[config.mk]
export PLATFORM = sky130hd
export DESIGN_NAME = lidar_frame_parser_obstacle_core
export DESIGN_NICKNAME = d
export VERILOG_FILES = /design/src/lfp_pkg.sv /design/src/lfp_frame_parser.sv /design/src/lfp_out_stage.sv /design/src/lidar_frame_parser_obstacle_core.sv
export SDC_FILE = /design/constraint.sdc
export NUM_CORES = 1
export LEC_CHECK = 0
export BUFFER_PORTS_ARGS = -buffer_cell sky130_fd_sc_hd__buf_4
export CORE_MARGIN = 2
export CORE_UTILIZATION = 50
export CTS_BUF_LIST = sky130_fd_sc_hd__clkbuf_4
export CTS_CLUSTER_DIAMETER = 120
export DETAILED_ROUTE_END_ITERATION = 10
export GPL_ROUTABILITY_DRIVEN = 0
export GPL_TIMING_DRIVEN = 0
export PLACE_DENSITY = 0.7
export SLEW_MARGIN = 20
export SYNTH_ARGS = -nofsm -noshare
export SYNTH_HDL_FRONTEND = slang
export SYNTH_SLANG_ARGS = --single-unit
[constraint.sdc]
create_clock -name aclk -period 4.2 [get_ports aclk]
set_input_delay 0.63 -clock aclk [delete_from_list [all_inputs] [get_ports aclk]]
set_output_delay 0.63 -clock aclk [all_outputs]
set_load 0.005 [all_outputs]
[src/lfp_pkg.sv]
// ----------------------------------------------------------------------------
// LiDAR frame parser package
// Shared types and constants for the 9-byte frame parser and obstacle flag.
// ----------------------------------------------------------------------------
`default_nettype none

package lfp_pkg;

    localparam int BYTE_W   = 8;
    localparam int VALUE_W  = 16;
    localparam int POS_W    = 4;
    localparam int CFG_IDX_W = 1;

    // Configuration register indexes
    localparam logic [CFG_IDX_W-1:0] CFG_HEADER_BYTE        = 1'b0;
    localparam logic [CFG_IDX_W-1:0] CFG_OBSTACLE_THRESHOLD = 1'b1;

    // Reset values
    localparam logic [BYTE_W-1:0]  HEADER_BYTE_RST   = 8'd89;
    localparam logic [VALUE_W-1:0] THRESHOLD_RST     = 16'd20;
    localparam logic [VALUE_W-1:0] LAST_DISTANCE_RST = 16'hffff;

    // Output tdata width, padded to whole bytes
    localparam int M_TDATA_W = 40;

    typedef struct packed {
        logic [BYTE_W-1:0]  header_byte;
        logic [VALUE_W-1:0] obstacle_threshold;
    } cfg_t;

    typedef struct packed {
        logic               valid;
        logic [VALUE_W-1:0] distance;
        logic [VALUE_W-1:0] signal_strength;
        logic               obstacle_near;
        logic               checksum_error;
    } result_t;

endpackage : lfp_pkg

`default_nettype wire

[src/lfp_frame_parser.sv]
// ----------------------------------------------------------------------------
// LiDAR frame parser core
// Tracks the frame position, the running checksum and the assembled fields;
// produces one result when the checksum byte of a frame is taken.
// ----------------------------------------------------------------------------
`default_nettype none

module lfp_frame_parser
    import lfp_pkg::*;
(
    input  wire logic              aclk,
    input  wire logic              aresetn,
    input  wire logic              step,
    input  wire logic [BYTE_W-1:0] rx_byte,
    input  wire cfg_t              cfg,
    output result_t                result
);

    // Frame position codes
    localparam logic [POS_W-1:0] POS_HDR1  = 4'd0;
    localparam logic [POS_W-1:0] POS_HDR2  = 4'd1;
    localparam logic [POS_W-1:0] POS_DIST0 = 4'd2;
    localparam logic [POS_W-1:0] POS_DIST1 = 4'd3;
    localparam logic [POS_W-1:0] POS_STR0  = 4'd4;
    localparam logic [POS_W-1:0] POS_STR1  = 4'd5;
    localparam logic [POS_W-1:0] POS_RSV0  = 4'd6;
    localparam logic [POS_W-1:0] POS_RSV1  = 4'd7;
    localparam logic [POS_W-1:0] POS_CSUM  = 4'd8;

    logic [POS_W-1:0]   pos_reg,      pos_next;
    logic [BYTE_W-1:0]  sum_reg,      sum_next;
    logic [VALUE_W-1:0] dist_asm_reg, dist_asm_next;
    logic [VALUE_W-1:0] str_asm_reg,  str_asm_next;
    logic [VALUE_W-1:0] last_dist_reg, last_dist_next;
    logic [VALUE_W-1:0] last_str_reg,  last_str_next;
    logic               bad;
    logic [BYTE_W-1:0]  sum_add;

    assign sum_add = sum_reg + rx_byte;
    assign bad     = (rx_byte != sum_reg);

    always_comb begin
        pos_next       = pos_reg;
        sum_next       = sum_reg;
        dist_asm_next  = dist_asm_reg;
        str_asm_next   = str_asm_reg;
        last_dist_next = last_dist_reg;
        last_str_next  = last_str_reg;
        result.valid   = 1'b0;
        unique case (pos_reg)
            POS_HDR2: begin
                if (rx_byte == cfg.header_byte) begin
                    sum_next = sum_add;
                    pos_next = POS_DIST0;
                end else begin
                    pos_next = POS_HDR1;
                end
            end
            POS_DIST0: begin
                dist_asm_next = {{(VALUE_W-BYTE_W){1'b0}}, rx_byte};
                sum_next      = sum_add;
                pos_next      = POS_DIST1;
            end
            POS_DIST1: begin
                dist_asm_next = {rx_byte, dist_asm_reg[BYTE_W-1:0]};
                sum_next      = sum_add;
                pos_next      = POS_STR0;
            end
            POS_STR0: begin
                str_asm_next = {{(VALUE_W-BYTE_W){1'b0}}, rx_byte};
                sum_next     = sum_add;
                pos_next     = POS_STR1;
            end
            POS_STR1: begin
                str_asm_next = {rx_byte, str_asm_reg[BYTE_W-1:0]};
                sum_next     = sum_add;
                pos_next     = POS_RSV0;
            end
            POS_RSV0: begin
                sum_next = sum_add;
                pos_next = POS_RSV1;
            end
            POS_RSV1: begin
                sum_next = sum_add;
                pos_next = POS_CSUM;
            end
            POS_CSUM: begin
                if (!bad) begin
                    last_dist_next = dist_asm_reg;
                    last_str_next  = str_asm_reg;
                end
                pos_next     = POS_HDR1;
                result.valid = 1'b1;
            end
            default: begin
                // Hunting the first header; unused codes hunt as well
                if (rx_byte == cfg.header_byte) begin
                    sum_next = rx_byte;
                    pos_next = POS_HDR2;
                end else begin
                    pos_next = POS_HDR1;
                end
            end
        endcase
        result.distance        = last_dist_next;
        result.signal_strength = last_str_next;
        result.obstacle_near   = (last_dist_next <= cfg.obstacle_threshold);
        result.checksum_error  = bad;
    end

    always_ff @(posedge aclk) begin
        if (!aresetn) begin
            pos_reg       <= POS_HDR1;
            sum_reg       <= '0;
            dist_asm_reg  <= '0;
            str_asm_reg   <= '0;
            last_dist_reg <= LAST_DISTANCE_RST;
            last_str_reg  <= '0;
        end else if (step) begin
            pos_reg       <= pos_next;
            sum_reg       <= sum_next;
            dist_asm_reg  <= dist_asm_next;
            str_asm_reg   <= str_asm_next;
            last_dist_reg <= last_dist_next;
            last_str_reg  <= last_str_next;
        end
    end

endmodule : lfp_frame_parser

`default_nettype wire

[src/lfp_out_stage.sv]
// ----------------------------------------------------------------------------
// LiDAR frame parser result register
// Holds one result for the master-side stream and reports when it can load.
// ----------------------------------------------------------------------------
`default_nettype none

module lfp_out_stage
    import lfp_pkg::*;
(
    input  wire logic                 aclk,
    input  wire logic                 aresetn,
    input  wire logic                 load,
    input  wire result_t              result,
    output logic                      can_load,
    output logic                      m_tvalid,
    input  wire logic                 m_tready,
    output logic [M_TDATA_W-1:0]      m_tdata,
    output logic [0:0]                m_tuser
);

    localparam int PAD_W = M_TDATA_W - 2*VALUE_W - 1;

    logic               valid_reg;
    logic [VALUE_W-1:0] dist_reg;
    logic [VALUE_W-1:0] str_reg;
    logic               near_reg;
    logic               err_reg;

    // Free when empty or when the held result transfers this cycle
    assign can_load = !valid_reg || m_tready;

    always_ff @(posedge aclk) begin
        if (!aresetn) begin
            valid_reg <= 1'b0;
        end else if (can_load) begin
            valid_reg <= load && result.valid;
        end
    end

    always_ff @(posedge aclk) begin
        if (can_load && load && result.valid) begin
            dist_reg <= result.distance;
            str_reg  <= result.signal_strength;
            near_reg <= result.obstacle_near;
            err_reg  <= result.checksum_error;
        end
    end

    assign m_tvalid = valid_reg;
    assign m_tdata  = {{PAD_W{1'b0}}, near_reg, str_reg, dist_reg};
    assign m_tuser  = err_reg;

endmodule : lfp_out_stage

`default_nettype wire

[src/lidar_frame_parser_obstacle_core.sv]
// ----------------------------------------------------------------------------
// LiDAR 9-byte frame parser with obstacle flag
// Syncs on a doubled header byte, checks the frame checksum and reports the
// latest good distance and strength with a near-obstacle flag.
// ----------------------------------------------------------------------------
//  channel   dir  payload                                      per transfer
//  s_*       in   tdata[7:0] rx_byte                           one byte
//  m_*       out  tdata distance/strength/obstacle_near,       one per frame
//                 tuser checksum_error
//  cfg_*     in   index 0 header_byte, 1 obstacle_threshold    one register
//
//  One byte is taken every cycle unless the result register stalls; each byte
//  waits in the input register, and its result, if any, loads as it leaves.
//  The result register is the only stall point: the input register advances
//  whenever the result register is empty or transfers in the same cycle.
//  Synchronous active-low reset; no clearing pass, ready right after reset.
// ----------------------------------------------------------------------------
`default_nettype none

module lidar_frame_parser_obstacle_core
    import lfp_pkg::*;
(
    input  wire logic                  aclk,
    input  wire logic                  aresetn,
    // Input byte stream
    input  wire logic                  s_tvalid,
    output logic                       s_tready,
    input  wire logic [BYTE_W-1:0]     s_tdata,   // [7:0] rx_byte
    // Result stream
    output logic                       m_tvalid,
    input  wire logic                  m_tready,
    output logic [M_TDATA_W-1:0]       m_tdata,   // [15:0] distance,
                                                  // [31:16] signal_strength,
                                                  // [32] obstacle_near, rest 0
    output logic [0:0]                 m_tuser,   // [0] checksum_error
    // Configuration write port
    input  wire logic                  cfg_wr_en,
    input  wire logic [CFG_IDX_W-1:0]  cfg_index,
    input  wire logic [VALUE_W-1:0]    cfg_wdata
);

    cfg_t              cfg_reg;
    logic              in_valid_reg;
    logic [BYTE_W-1:0] in_byte_reg;
    logic              can_load;
    logic              step;
    result_t           result;

    // Configuration registers; drop value bits above the register width
    always_ff @(posedge aclk) begin
        if (!aresetn) begin
            cfg_reg.header_byte        <= HEADER_BYTE_RST;
            cfg_reg.obstacle_threshold <= THRESHOLD_RST;
        end else if (cfg_wr_en) begin
            unique case (cfg_index)
                CFG_HEADER_BYTE:        cfg_reg.header_byte <= cfg_wdata[BYTE_W-1:0];
                CFG_OBSTACLE_THRESHOLD: cfg_reg.obstacle_threshold <= cfg_wdata;
                default: ;
            endcase
        end
    end

    // Advance the held byte into the parser when the result side can take it
    assign step     = in_valid_reg && can_load;
    assign s_tready = !in_valid_reg || can_load;

    always_ff @(posedge aclk) begin
        if (!aresetn) begin
            in_valid_reg <= 1'b0;
        end else if (s_tready) begin
            in_valid_reg <= s_tvalid;
        end
    end

    // Payload holds until the next accepted transfer
    always_ff @(posedge aclk) begin
        if (s_tready && s_tvalid) begin
            in_byte_reg <= s_tdata;
        end
    end

    lfp_frame_parser u_parser (
        .aclk    (aclk),
        .aresetn (aresetn),
        .step    (step),
        .rx_byte (in_byte_reg),
        .cfg     (cfg_reg),
        .result  (result)
    );

    lfp_out_stage u_out (
        .aclk     (aclk),
        .aresetn  (aresetn),
        .load     (step),
        .result   (result),
        .can_load (can_load),
        .m_tvalid (m_tvalid),
        .m_tready (m_tready),
        .m_tdata  (m_tdata),
        .m_tuser  (m_tuser)
    );

endmodule : lidar_frame_parser_obstacle_core

`default_nettype wire
# Word-level counts from Yosys, hierarchy flattened
# Cells that the tools add are included.
[classes]
n_div = 0
muxes = 13
order_cmp = 1
multipliers = 0
addsub = 1
bitwise_logic = 4
n_shift = 0
reduce_logical = 20
n_eq_ne = 11
[ops]
columns = ["operator", "n"]
rows = [
  ["2-to-1 mux 16 bit", 4],
  ["case mux 16 bit (2 select lines)", 2],
  ["case mux 4 bit (8 select lines)", 1],
  ["case mux 8 bit (3 select lines)", 1],
  ["equality test 4 x 3 -> 1 bit, second input constant", 4],
  ["<= comparator 16 bit", 1],
  ["2-to-1 mux 8 bit", 2],
  ["adder 8 bit", 1],
  ["equality test 4 x 2 -> 1 bit, second input constant", 2],
  ["equality test 8 bit", 1],
  ["!= test 8 bit", 1],
  ["AND reduction 2 bit", 4],
  ["AND reduction 3 bit", 2],
  ["nonzero test 2 bit", 3],
  ["OR reduction 6 bit", 1],
  ["logical AND 1 bit", 5],
  ["equality test 4 x 1 -> 1 bit, second input constant", 1],
  ["equality test 4 bit, second input constant", 1],
  ["inverter 1 bit", 4],
  ["AND reduction 4 bit", 1],
  ["logical NOT 1 bit", 2],
  ["logical OR 1 bit", 2],
  ["2-to-1 mux 1 bit", 2],
  ["2-to-1 mux 2 bit", 1],
  ["!= test 2 x 1 -> 1 bit, second input constant", 1],
]
[totals]
mem_bits_ro = 0
mem_count = 0
input_bits = 30
word_cells = 67
register_bits = 144
ramBits = 0
latch_bits = 0

# Longest topological paths before layout
# Gate-level depths: netlist (run 1).
[depth]
ltp_word = 5
mapped_depth = 14
ltp_nobuf = 12

# Hierarchy
# A second synthesis (run 1) with hierarchy kept.
[hier_totals]
hier_cells = 674
area_unflattened_um2 = 6700.2
[modules_own_cells]
columns = ["module", "instances", "cells_each", "area_per_inst_um2", "seq_area_each_um2"]
rows = [
  ["lfp_frame_parser", 1, 506, 4245.3, 1521.5],
  ["lidar_frame_parser_obstacle_core", 1, 120, 1305.0, 740.7],
  ["lfp_out_stage", 1, 48, 1149.9, 1041.0],
]

# Worst setup path before layout (run 1)
# No wires, ideal clock.
[synth_timing]
kind = "reg-to-reg"
start = "register in_byte_reg[4]"
end = "register u_out.near_reg (data pin)"
required_time_ns = 4.031
path_stages_with_launch = 15
period_less_slack_ns = 3.387
arrival_ns = 3.218
setup_slack_ns = 0.813
n_path_buf = 2
cell_sequence = "edfxtp_1 > ha_1 > nor4_1 > nand3_1 > or2_1 > clkbuf_1 > buf_2 > mux2_2 > ha_1 > a21o_1 > a21o_1 > a211o_1 > o211ai_1 > a21oi_1 > o31ai_1"
[synth_rtl]
columns = ["item", "line", "rtl"]
rows = [
  ["start: declaration", "lidar_frame_parser_obstacle_core.sv:44", "logic [BYTE_W-1:0] in_byte_reg;"],
  ["start signal: assignment", "lidar_frame_parser_obstacle_core.sv:78", "in_byte_reg <= s_tdata;"],
  ["end signal: assignment", "lfp_out_stage.sv:44", "near_reg <= result.obstacle_near;"],
  ["end: declaration", "lfp_out_stage.sv:26", "logic near_reg;"],
]

==> summary.md, run 1 <==
The tools report the DRC violation total after the first TritonRoute iteration as 307. The commonest cells after synthesis are nand2_1 (165), dfxtp_1 (102), a21oi_1 (76). The first detailed-routing pass took 5 iterations. In this run the cell area of the synthesized design comes to 0.00638 mm2.

Count of buffers from port buffering: 64. The clock tree synthesis step divided the H-tree into 4 levels. By area the synthesized netlist is led by dfxtp_1 (32%), edfxtp_1 (20%), nand2_1 (9.7%).

The endpoint identified for the worst register-to-register timing path is u_out.near_reg. The run gives 0.213 mV as the largest voltage drop on the vdd net. STA classifies the critical path startpoint as a flop. The run finished with clean final reports.

The minimum clock period was 3820 ps. Yosys mapped a number of flops with a built-in enable equal to 42. The tool flagged a number of max-cap violations equal to 0. The clock drives 144 sinks. The run gives 0 as the max-slew violation count. The mean instance size in the synthesized netlist is 9.37 um2. Setup repair after global routing left no endpoint under its margin.

For this run, asynchronously set or reset flops after synthesis account for 0%. The number of warnings printed during yosys synthesis was 0; the final design area excluding fillers was 0.00752 mm2. For this run, the leading register cell type out of synthesis is dfxtp_1. The die footprint is 0.0137 mm2, and the total power per unit cell area is 336 mW/mm2. Entering global routing, the biggest net connects 19 pins.

The hold-critical path depth works out to 1. Class of the worst hold path: in2reg. In this run, synthesis produced a sequential element count of 144.

The number of different library cells in the post-synthesis netlist came out at 55. The tools report the number of antenna violations at the first check in global routing as 0. The setup path with the least slack is of type reg2reg.

The tools report the maximum clock frequency as 262 MHz. Of all nets on the critical path, the largest fanout is 10. The worst-case setup slack after placement was 216 ps. In this run the horizontal extent of the chip is 117 um. The cell with the most instances after synthesis is nand2_1. The number of cells traversed by the worst register-to-register path was 13. The run gives 58.8% as the worst slew margin relative to its limit.

The register with the most flip-flops in the layout has 24 of them. The kind of capture point of the worst setup path is a flop. The required time at the worst-slack endpoint came out at 4590 ps. The launch point of the worst hold path was s_tdata[5].

The logs give 51.8% for the share of the yosys chip area belonging to registers and 23.0% for the global-route total usage across every layer. The logs give 0.0125 mm2 for the floorplan core area and 0.00714 mm2 for the instance area at placement. The number of hold buffers added after CTS was 0. 73 I/O pins were placed.

The detailed-route wire length per cell was 15.5 um. For the count of nets left with antenna violations after detail routing, the log shows 0. The run gives 15000 um as the routed wire length.

dfxtp_1 takes more of the synthesized area than any other cell. For this design the static power due to leakage is 2.94 nW. In the final layout, the share of cells above drive strength 1 is 22.5%.

From bottom edge to top edge, the die measures 117 um. The pin slew with the least headroom to its limit works out to 616 ps. The first-pass GRT wire length came out at 23900 um. The tree is rooted in a clkbuf_4.

The total CTS buffers is 17. The worst register-to-register path begins at in_byte_reg[4]. The final HPWL from detailed placement was 10800 um; the leftover overflow at the end of global routing was 0. The antenna cell count was 0; the final sum of negative setup slack was 0 ps.

STA puts the critical path data arrival time at 4210 ps. Across all setup checks in the final design, the least slack found is 379 ps. The post-layout net count is 837, and the top cell type's share of synthesized area is 32.0%. The number of vias after detailed routing is 5135. The number of design rule violations left after detail routing came out at 0. The share of the cycle needed by the critical path after routing was 91.0%.

The run gives 681 as the gate count of the mapped netlist. For hold timing, the worst endpoint is in_byte_reg[5]. The logs give 41 for the standard-cell row count and 15.4 ps for the worst setup skew after layout. In this run the deepest clock path goes through 2 buffers. From synthesis to final layout, the design area changed by 17.9%.

Setup violations remaining at the end of the flow were counted as 0. The average via count per standard cell is 5.30, and the register-to-register path setup slack is 380 ps. TritonCTS built the clock tree. The clock-pin slew reported for the worst setup and hold paths after clock tree synthesis is 120 ps, and the via count of the first global-routing pass is 4765. The final hold violation count is 0, and the clock latency on the worst-skew pair is 570 ps. For this configuration, the core starts out at a cell density of 51.0%.
routing by layer:
| layer | part of all wire (%) | routed length (um) | vias to the layer above | global-route usage (%) |
|---|---|---|---|---|
| li1 | - | - | 2516 | - |
| met1 | 44 | 6540 | 2432 | 30.4 |
| met2 | 48 | 7200 | 164 | 36.8 |
| met3 | 6.4 | 963 | 23 | 5.97 |
| met4 | 1.8 | 273 | 0 | 8.39 |
| met5 | 0 | 0 | - | 0 |
final cells by class:
type	instances	area, um2
Fill cell	1101	4990
Multi-Input combinational cell	469	2790
Tap cell	172	215
Clock buffer	19	143
Timing Repair Buffer	78	606
Clock inverter	13	145
Sequential cell	144	3300
Inverter	24	90.1
Buffer	49	236
worst max path at each step:
stage / start / endpoint / depth (start not counted)
2_1_floorplan: in_byte_reg[4] / u_out.near_reg / 14
3_3_place_gp: in_byte_reg[4] / u_out.near_reg / 14
3_5_place_dp: in_byte_reg[4] / u_out.near_reg / 14
4_1_cts: in_byte_reg[4] / u_out.near_reg / 14
5_1_grt: in_byte_reg[4] / u_out.near_reg / 13
6_report: in_byte_reg[4] / u_out.near_reg / 13
critical path: stages (launching register included):
cell	delay (ps)
edfxtp_1	490
ha_1	410
nor4_2	270
nand3_1	180
or2_1	370
buf_2	250
mux2_2	320
ha_1	310
a21o_1	180
a21o_1	180
a211o_1	290
o211ai_1	80
a21oi_1	110
o31ai_1	210
where the power goes:
part	leakage [nW]	switching (mW)	internal [mW]	total [mW]
Clock	0.163	0.491	0.417	0.908
Combinational	1.53	0.0885	0.0699	0.158
Sequential	1.24	0.0183	1.44	1.46
metrics by stage:
step / hold WS (ps) / cells / util (%) / power [mW]
2_1_floorplan: 433 / 687 / - / 1.57
3_3_place_gp: 438 / 923 / 56.7 / 1.63
3_5_place_dp: 443 / 924 / 57.0 / 1.63
4_1_cts: 205 / 956 / 59.3 / 2.52
5_1_grt: 199 / 968 / 60.1 / 2.60
6_report: 235 / 968 / 60.1 / 2.53
cells by family (layout without fill, tap and decap cells):
group	Yosys count	after routing	synth area share, %
other	1	7	0.0588
and+or+nand+nor	254	254	17.7
buffers and inverters	74	183	5.18
adders and majority gates	24	24	4.82
DFF	144	144	51.8
AOI/OAI and AO/OA	134	134	12.2
muxes	38	38	6.59
xor gates and xnor gates	12	12	1.76
placed cells by master (no fill, tap or decap), drive strengths merged, types with 3 or more instances in the layout:
cell,n
a21oi,77
mux2,32
inv,23
edfxtp,42
xor2,11
clkbuf,51
dfxtp,102
a211oi,5
nand4,4
nor2,20
clkinv,10
bufinv,3
o21a,5
nand2,165
a21o,5
o211ai,4
o21ai,25
buf,95
nor2b,5
nor4,4
nand3,21
ha,23
mux2i,6
and2,3
nor3,3
or2,19
conb,7
what timing repair did:
item	in CTS	in global routing
setup endpoints to repair	0	1
resized for setup	0	1
setup buffers	0	13
No activity file was read; power rests on OpenSTA's default activity.
==> run 2: changes to the inputs <==
--- a/config.mk
+++ b/config.mk
@@ -6,7 +6,6 @@
 export NUM_CORES = 1
 export LEC_CHECK = 0
 export BUFFER_PORTS_ARGS = -buffer_cell sky130_fd_sc_hd__buf_4
-export CORE_MARGIN = 2
 export CORE_UTILIZATION = 50
 export CTS_BUF_LIST = sky130_fd_sc_hd__clkbuf_4
 export CTS_CLUSTER_DIAMETER = 120
@@ -17,4 +16,5 @@
 export SLEW_MARGIN = 20
 export SYNTH_ARGS = -nofsm -noshare
 export SYNTH_HDL_FRONTEND = slang
+export SYNTH_HIERARCHICAL = 1
 export SYNTH_SLANG_ARGS = --single-unit
==> run 2 against run 1 <==
  * Design area rose by 2.4%
  * Sequential power barely moved
  * Largest cell class unchanged
  * Die area increased by 1.3%
  * Largest power group unchanged
  * Critical path depth unchanged
==> summary.md, run 2 <==
The flow ran to the end, and the final reports show no timing, DRC or antenna violations. The clock network is responsible for 33.8% of the overall power. STA classifies the critical path endpoint as a flop.

Derived from the worst setup path, the maximum achievable clock frequency is 250 MHz. The share of the synthesized netlist area taken by xor and xnor gates was 1.44%. After synthesis, the largest area contributor takes up 30.5% of total cell area. The area growth from synthesis to layout is 15.0%.

The main combinational cell family by area after synthesis is simple AND/OR/NAND/NOR gates. In this run the power density over the cells is 324 mW/mm2. The detail route stage leaves a number of antenna-violating nets equal to 0. Dividing the synthesized area by the synthesized cell count gives 9.94 um2. Number of buffers on the longest clock path: 2. Global routing consumed, over all layers together, 22.5% of the routing resources.

In this run the post-CTS setup repair buffer count came out at 0. For the fill cell instance count of the final layout, the log shows 1130. In the layout the commonest cells are nand2_1 (128), dfxtp_1 (102), buf_4 (80). In this run the core area contains 41 standard-cell rows. The min-delay analysis places its worst path in the category in2reg. The clock sink count is 144, and the total CTS buffers is 17. The H-tree was split into 4 levels. Biggest area consumer among synthesized cells: dfxtp_1. For the final hold violation count, the log shows 0. Setup violations remaining at the end of the flow were counted as 0. Measured on the finished design, the core utilization comes to 60.1%. Data arrives at the worst endpoint at 4310 ps. The share of the yosys chip area belonging to registers was 49.3%. Setup repair after global routing left no endpoint under its margin.

Yosys mapped the design onto 65 distinct sky130hd cell types. The routed wire length was 15000 um. Once placement completed, the tool counted placed cells totaling 917.

The simple-gate share of the synthesized area was 17.3%. Async set-or-reset flop fraction in the synthesized netlist: 0%. The commonest cells after synthesis are nand2_1 (128), dfxtp_1 (102), edfxtp_1 (42). Max-capacitance violation count: 0. Leaving out fill and tap cells, the most frequent cell in the layout is nand2_1. The worst-case IR drop observed on VDD is 0.185 mV.

The finished layout holds 951 standard cells, fillers aside. After detailed routing, the average wire length per cell comes to 15.8 um. The most used flip-flop cell after synthesis is dfxtp_1.

The count of flip-flops with a built-in enable after synthesis works out to 42. The fraction of power spent switching nets is 24.6%. TritonCTS built the clock tree.

The analysis attributes to cell leakage a power of 3.06 nW. For the number of antenna violations at the first check in global routing, the log shows 0. For the worst-case setup slack after placement, the log shows 224 ps. The number of warnings printed during yosys synthesis is 6, and the final design area excluding fillers is 0.00770 mm2.

The internal power was 1.88 mW; the compound-cell area share of the yosys netlist was 14.2%. Detailed placement ended at an HPWL of 10600 um. Total power for the finished layout comes to 2.50 mW.

The tools report the floorplan core area as 0.0128 mm2. Leftover overflow at the end of global routing: 0. The count of buffers from port buffering was 65. The pre-antenna-repair detailed-routing pass consisted of 5 iterations.

The post-layout net count is 820, and the maximum net fanout on the critical path is 10. The floorplan step defined a die boundary enclosing 0.0139 mm2. The instance area at placement came out at 0.00743 mm2. The via count of the first global-routing pass came out at 4951.

After clock tree synthesis, the clock-pin slew on the worst setup and hold paths is 110 ps. The max-slew violation count is 0, and the number of design rule violations left after detail routing is 0. Buffers inserted to repair hold after CTS numbered 0.

The proportion of layout cells with a drive suffix above 1 works out to 24.4%. For the DRC violation total after the first TritonRoute iteration, the log shows 352. The number of flip-flops under the largest register name is 24.

The number of vias after detailed routing was 5157. The overall die width came out at 118 um. The first global-routing pass estimated 24300 um of wire. Of the post-synthesis cell area, the part taken by muxes is 7.02%. The run gives 0 as the post-cts gate resize count. After Yosys synthesis, full adders, half adders and majority gates account for 4.59% of the synthesized area. The logic gate share of total power was 7.4%; the minimum clock period was 3990 ps. The run gives 560 ps as the clock latency on the worst-skew pair.

In this run, synthesis produced a sequential element count of 144. Counting every instance in the synthesized netlist gives 674. The required time at the worst-slack endpoint is 4520 ps. The net switching component of the power came out at 615 uW. Of the available clock period, the critical path in the final layout requires 95.1%. Average via count per standard cell: 5.42. For the pin with the worst max-slew slack, the measured transition is 1030 ps. Measured along the y axis, the die boundary spans 118 um. By instance count, the leading cell after synthesis is nand2_1. The cell area that synthesis handed to floorplanning was 0.00670 mm2. Final sum of negative setup slack: 0 ps.

The root buffer cell is clkbuf_4. The part of the total power dissipated in sequential elements was 58.8%; the final-layout worst hold slack was 247 ps. The critical path is of the reg2reg type. The clock arrives with 11.7 ps of skew. The repair_antennas step left the layout with diodes totalling 0. STA classifies the critical path startpoint as a flop. Sorting the synthesized cells by area gives the leading types as dfxtp_1 (30%), edfxtp_1 (19%), nand2_1 (7.2%).

For the maximum number of pins on one net before global-route repair, the log shows 35. The I/O pin count is 73, and the initial core utilization is 52.2%. The final critical-path setup slack is 207 ps, and the worst slew margin relative to its limit is 31.0%.
==> run 2: metal layers <==
layer	routed length (um)	track usage, %
met4	274	8.57
met5	0	0
met2	6980	35.4
met3	702	4.94
met1	7090	30.1
==> run 2: area by class of cell <==
cell class	count	area, um2	share of cell area [%]
clock buffer	19	143	1.85
buffer	51	289	3.75
inverter	32	120	1.56
tap	172	215	2.79
timing repair buffer	67	503	6.53
multi-input combinational	453	3010	39.1
clock inverter	13	119	1.54
sequential	144	3300	42.9
==> run 2: worst paths after layout <==
| check | from | to | slack [ps] | cells after the start |
|---|---|---|---|---|
| max | in_byte_reg[4] | u_out/near_reg | 210 | 13 |
| min | s_tdata[4] | in_byte_reg[4] | 250 | 1 |
| max reg2reg | in_byte_reg[4] | u_out/near_reg | 210 | 13 |
| min reg2reg | u_parser/last_str_reg[4] | u_parser/last_str_reg[4] | 460 | 2 |
==> run 2: logic make-up (layout without fill, tap and decap cells) <==
group | after synthesis | after routing
and+or+nand+nor | 237 | 237
other | 1 | 7
muxes | 43 | 43
adders and majority gates | 24 | 24
DFF | 144 | 144
buffers and inverters | 83 | 182
AOI/OAI and AO/OA | 131 | 131
xor gates and xnor gates | 11 | 11
==> run 2: critical path, cell delays in order, from the launching register on <==
cell and delay [ps]:
edfxtp_1 580, ha_1 440, nor4_1 280, nand3_1 200, or2_1 260, buf_2 190, buf_2 220, mux2_2 310
ha_1 310, nand4_1 90, or3_1 420, nor2_1 180, a211oi_1 100, a22o_1 190
==> run 2: power by group through the flow <==
stage | combinational [mW] | sequential (mW) | clock (mW)
after floorplan | 0.122 | 1.49 | 0
after global placement | 0.172 | 1.50 | 0
after detailed placement | 0.178 | 1.50 | 0
after CTS | 0.179 | 1.47 | 0.862
after global routing | 0.202 | 1.47 | 0.919
final | 0.185 | 1.47 | 0.844
==> run 3: changes to the inputs <==
--- a/config.mk
+++ b/config.mk
@@ -5,6 +5,7 @@
 export SDC_FILE = /design/constraint.sdc
 export NUM_CORES = 1
 export LEC_CHECK = 0
+export ABC_AREA = 1
 export BUFFER_PORTS_ARGS = -buffer_cell sky130_fd_sc_hd__buf_4
 export CORE_UTILIZATION = 50
 export CTS_BUF_LIST = sky130_fd_sc_hd__clkbuf_4
==> run 3 against run 2 <==
  * Sequential cell count unchanged
  * Non-clock buffer count shrank 7
  * Global-route usage increased by 0.67 points
  * Synthesized cell count increased by 33%
  * Critical path depth up 3
  * Die area up 3.5%
  * Hold slack lost 5.4 ps
  * Critical path type unchanged
==> summary.md, run 3 <==
The flow ran to the end, and the final reports show no timing, DRC or antenna violations. The instance area at placement was 0.00771 mm2. The count of buffers from port buffering is 65, and the clock sink count is 144. Pin placement for this block handled 73 I/O pins. The max-capacitance violation count was 0; the post-layout utilization of the core was 60.1%.

The max-slew violation count was 0; the maximum number of pins on one net before global-route repair was 19. The standard-cell row count was 42; the mux share of post-synthesis cell area was 0%. The largest stage delay on the critical path works out to 540 ps. The most numerous cell type found on the critical path is nand2_1. The mean instance size in the synthesized netlist came out at 7.76 um2. Summed over all layers, the routed wires come to 15400 um. The run gives 0 as the final count of negative-setup-slack endpoints.

Worst-path cell with the longest stage delay: edfxtp_1. Relative to the synthesized area, the layout overhead comes to 16.0%. The post-layout net count was 1039; the detailed-route wire length per cell was 13.1 um. For the pin with the worst max-slew slack, the measured transition is 705 ps. In the layout the commonest cells are nand2_1 (183), inv_1 (118), nor2_1 (110). For this run, the number of Yosys warnings is 6. The leftover overflow at the end of global routing came out at 0.

The worst setup skew after layout was 14.8 ps. Setup slack on the critical path of the routed design comes to 555 ps. The number of cells on the worst reg-to-reg path is 16.

The worst setup path is launched from a flop. The run gives 47.6% as the share of the yosys chip area belonging to registers. Measured along the x axis, the die boundary spans 120 um.

Once the floorplan was initialized, standard cells occupied 51.8% of the core. Average via count per standard cell: 5.00. Before CTS, the worst setup slack after placement is 579 ps. Simple-gate share of the synthesized area: 24.9%. In this run, post-CTS repair resized a total of 0 instances.

Derived from the worst setup path, the maximum achievable clock frequency is 274 MHz. Across all register-to-register paths, the minimum setup slack is 550 ps. The library cell used most frequently in the layout, excluding fill and tap cells, is nand2_1. Setup repair after global routing left no endpoint under its margin.

Data on the critical path is required at its endpoint by 4530 ps. Measured against its own limit, the worst slew margin works out to 53.0%. For the DRC violation total after the first TritonRoute iteration, the log shows 469. Class of the worst hold path: in2reg. Synthesis handed over a netlist of 894 instances.

The die covers 0.0144 mm2. The total power per unit cell area was 356 mW/mm2. The final HPWL from detailed placement is 11200 um. After synthesis, the largest family of logic cells by area is simple AND/OR/NAND/NOR gates. Counting along the longest clock path gives a buffer depth of 2. In the synthesized netlist the dominant register cell turns out to be dfxtp_1. In the finished design, the share of the clock period the worst path needs comes to 86.8%. The power after layout was 2.86 mW.

By area the synthesized netlist is led by dfxtp_1 (29%), edfxtp_1 (18%), nand2_1 (9.9%). The cell area that synthesis handed to floorplanning was 0.00694 mm2. Subtracting the final worst setup slack from the clock period gives 3650 ps. The top cell type's share of synthesized area was 29.4%; the final hold violation count was 0. The count of flip-flops with a built-in enable after synthesis is 42, and the number of search-and-repair iterations in the first detailed-routing pass is 5. The hold-critical path depth was 1.

After clock tree synthesis, the clock-pin slew on the worst setup and hold paths is 110 ps. The biggest area consumer among synthesized cells is dfxtp_1. Yosys mapped the design onto 37 distinct sky130hd cell types. VDD sags by at most 0.220 mV. For the worst-skew pair, the clock arrives at the later sink with an insertion delay of 560 ps. Post-CTS timing repair inserted 0 buffers for setup. With fillers left out, the area of the finished cells amounts to 0.00805 mm2. Summed over all cells, the static leakage comes to 3.66 nW.

By count the netlist is led by nand2_1 (183), inv_1 (118), nor2_1 (110). The die outline height was 120 um; the total CTS buffers was 17. Global routing used 23.2% of the available tracks. The first-pass GRT wire length was 25600 um; the async set-or-reset flop fraction in the synthesized netlist was 0%. Across all layers, the routed design uses 5876 vias. The worst setup path is captured at a flop. Of the total synthesized cell area, the portion taken by full adders, half adders and majority gates is 4.44%. The share of the synthesized netlist area taken by xor and xnor gates was 0.505%. nand2_1 is the most common cell in the netlist. The worst path arrival time is 3970 ps, and the number of antenna violations at the first check in global routing is 1.

The number of design rule violations left after detail routing is 0. The via count of the first global-routing pass is 5314. Once detail routing completed, the nets flagged for antenna violations numbered 0. The number of hold buffers added after CTS was 0; the floorplan core area was 0.0134 mm2.

The synthesized netlist devotes 11.5% of its cell area to compound gates. The H-tree was split into 4 levels. The root buffer cell is clkbuf_4.

Counting flops and latches in the post-synthesis netlist gives 144. The critical path goes through ha_1 > inv_2 > nand2_2 > nor4_4 > nand3_2 > buf_4 > buf_6 > o21a_1 > ha_1 > nand2_1 > inv_1 > nand3_1 > nor3_1 > o21ai_0 > nand2_1 > nand2_1. TritonCTS built the clock tree. Fill cell instance count of the final layout: 1289. The critical path is of the reg2reg type.

The register with the most flip-flops in the layout has 24 of them. Of all nets on the critical path, the largest fanout is 10. Proportion of layout cells with a drive suffix above 1: 15.8%.
-- run 3: changes by cell type in the layout (fill, tap and decap cells not counted), moves of 11 or more --
cell      delta
nand2_2     +12
mux2_2      -32
nor2_1      +97
nand2_1     +55
nor2b_1     -13
inv_1       +87
nand3_1     +32
mux2i_1     -11
o21a_1      +13
o21ai_0     +46
a21boi_0    -37
a21oi_1     +37
-- run 3: through the flow --
stage / std cells / TNS (ps) / hold slack (ps)
floorplan: 900 / 0 / 429
CTS: 1174 / 0 / 201
global placement: 1141 / -9060 / 449
global route: 1175 / 0 / 191
finish: 1175 / 0 / 241
detailed placement: 1142 / 0 / 455
-- run 3: path summary, 6_finish.rpt --
| check | end | startpoint |
|---|---|---|
| setup / recovery | u_out/near_reg | in_byte_reg[3] |
| hold / removal | in_byte_reg[3] | s_tdata[3] |
| setup reg to reg | u_out/near_reg | in_byte_reg[3] |
| hold reg to reg | u_parser/sum_reg[6] | u_parser/sum_reg[6] |
-- run 3: critical path, delay by kind of cell (launching register included) --
| kind | cells | cell delay (ps) |
|---|---|---|
| DFF | 1 | 540 |
| AOI/OAI and AO/OA | 2 | 340 |
| and+or+nand+nor | 8 | 1260 |
| buffers and inverters | 4 | 540 |
| adders and majority gates | 2 | 730 |
-- run 3: cell type report --
type | instances | area (um2) | share of cell area, %
inverter | 130 | 493 | 6.12
tap | 176 | 220 | 2.74
multi-input combinational | 581 | 2910 | 36.1
buffer | 45 | 267 | 3.31
clock inverter | 12 | 190 | 2.36
timing repair buffer | 66 | 515 | 6.40
antenna | 1 | 2.50 | 0.0311
sequential | 144 | 3300 | 41.0
clock buffer | 20 | 150 | 1.86
-- run 3: logic make-up after synthesis --
logic type	count (synthesis)
XOR/XNOR	4
buffers and inverters	175
other	1
AND/OR/NAND/NOR	399
flip-flops	144
adder cells (fa/ha/maj)	24
AO/OA/AOI/OAI	147
-- run 3: power by group --
group	total, mW	internal (mW)	switching (mW)
clock	1.03	0.547	0.480
combinational	0.328	0.126	0.201
sequential	1.51	1.48	0.0322
total	2.86	2.15	0.713
-- run 3: routing by layer --
metal	routed length, um	vias up	global-route usage [%]
met5	0	-	0
met4	334	0	9.45
met3	780	23	5.18
met2	6990	150	36.2
met1	7310	2641	30.9
li1	-	3062	-
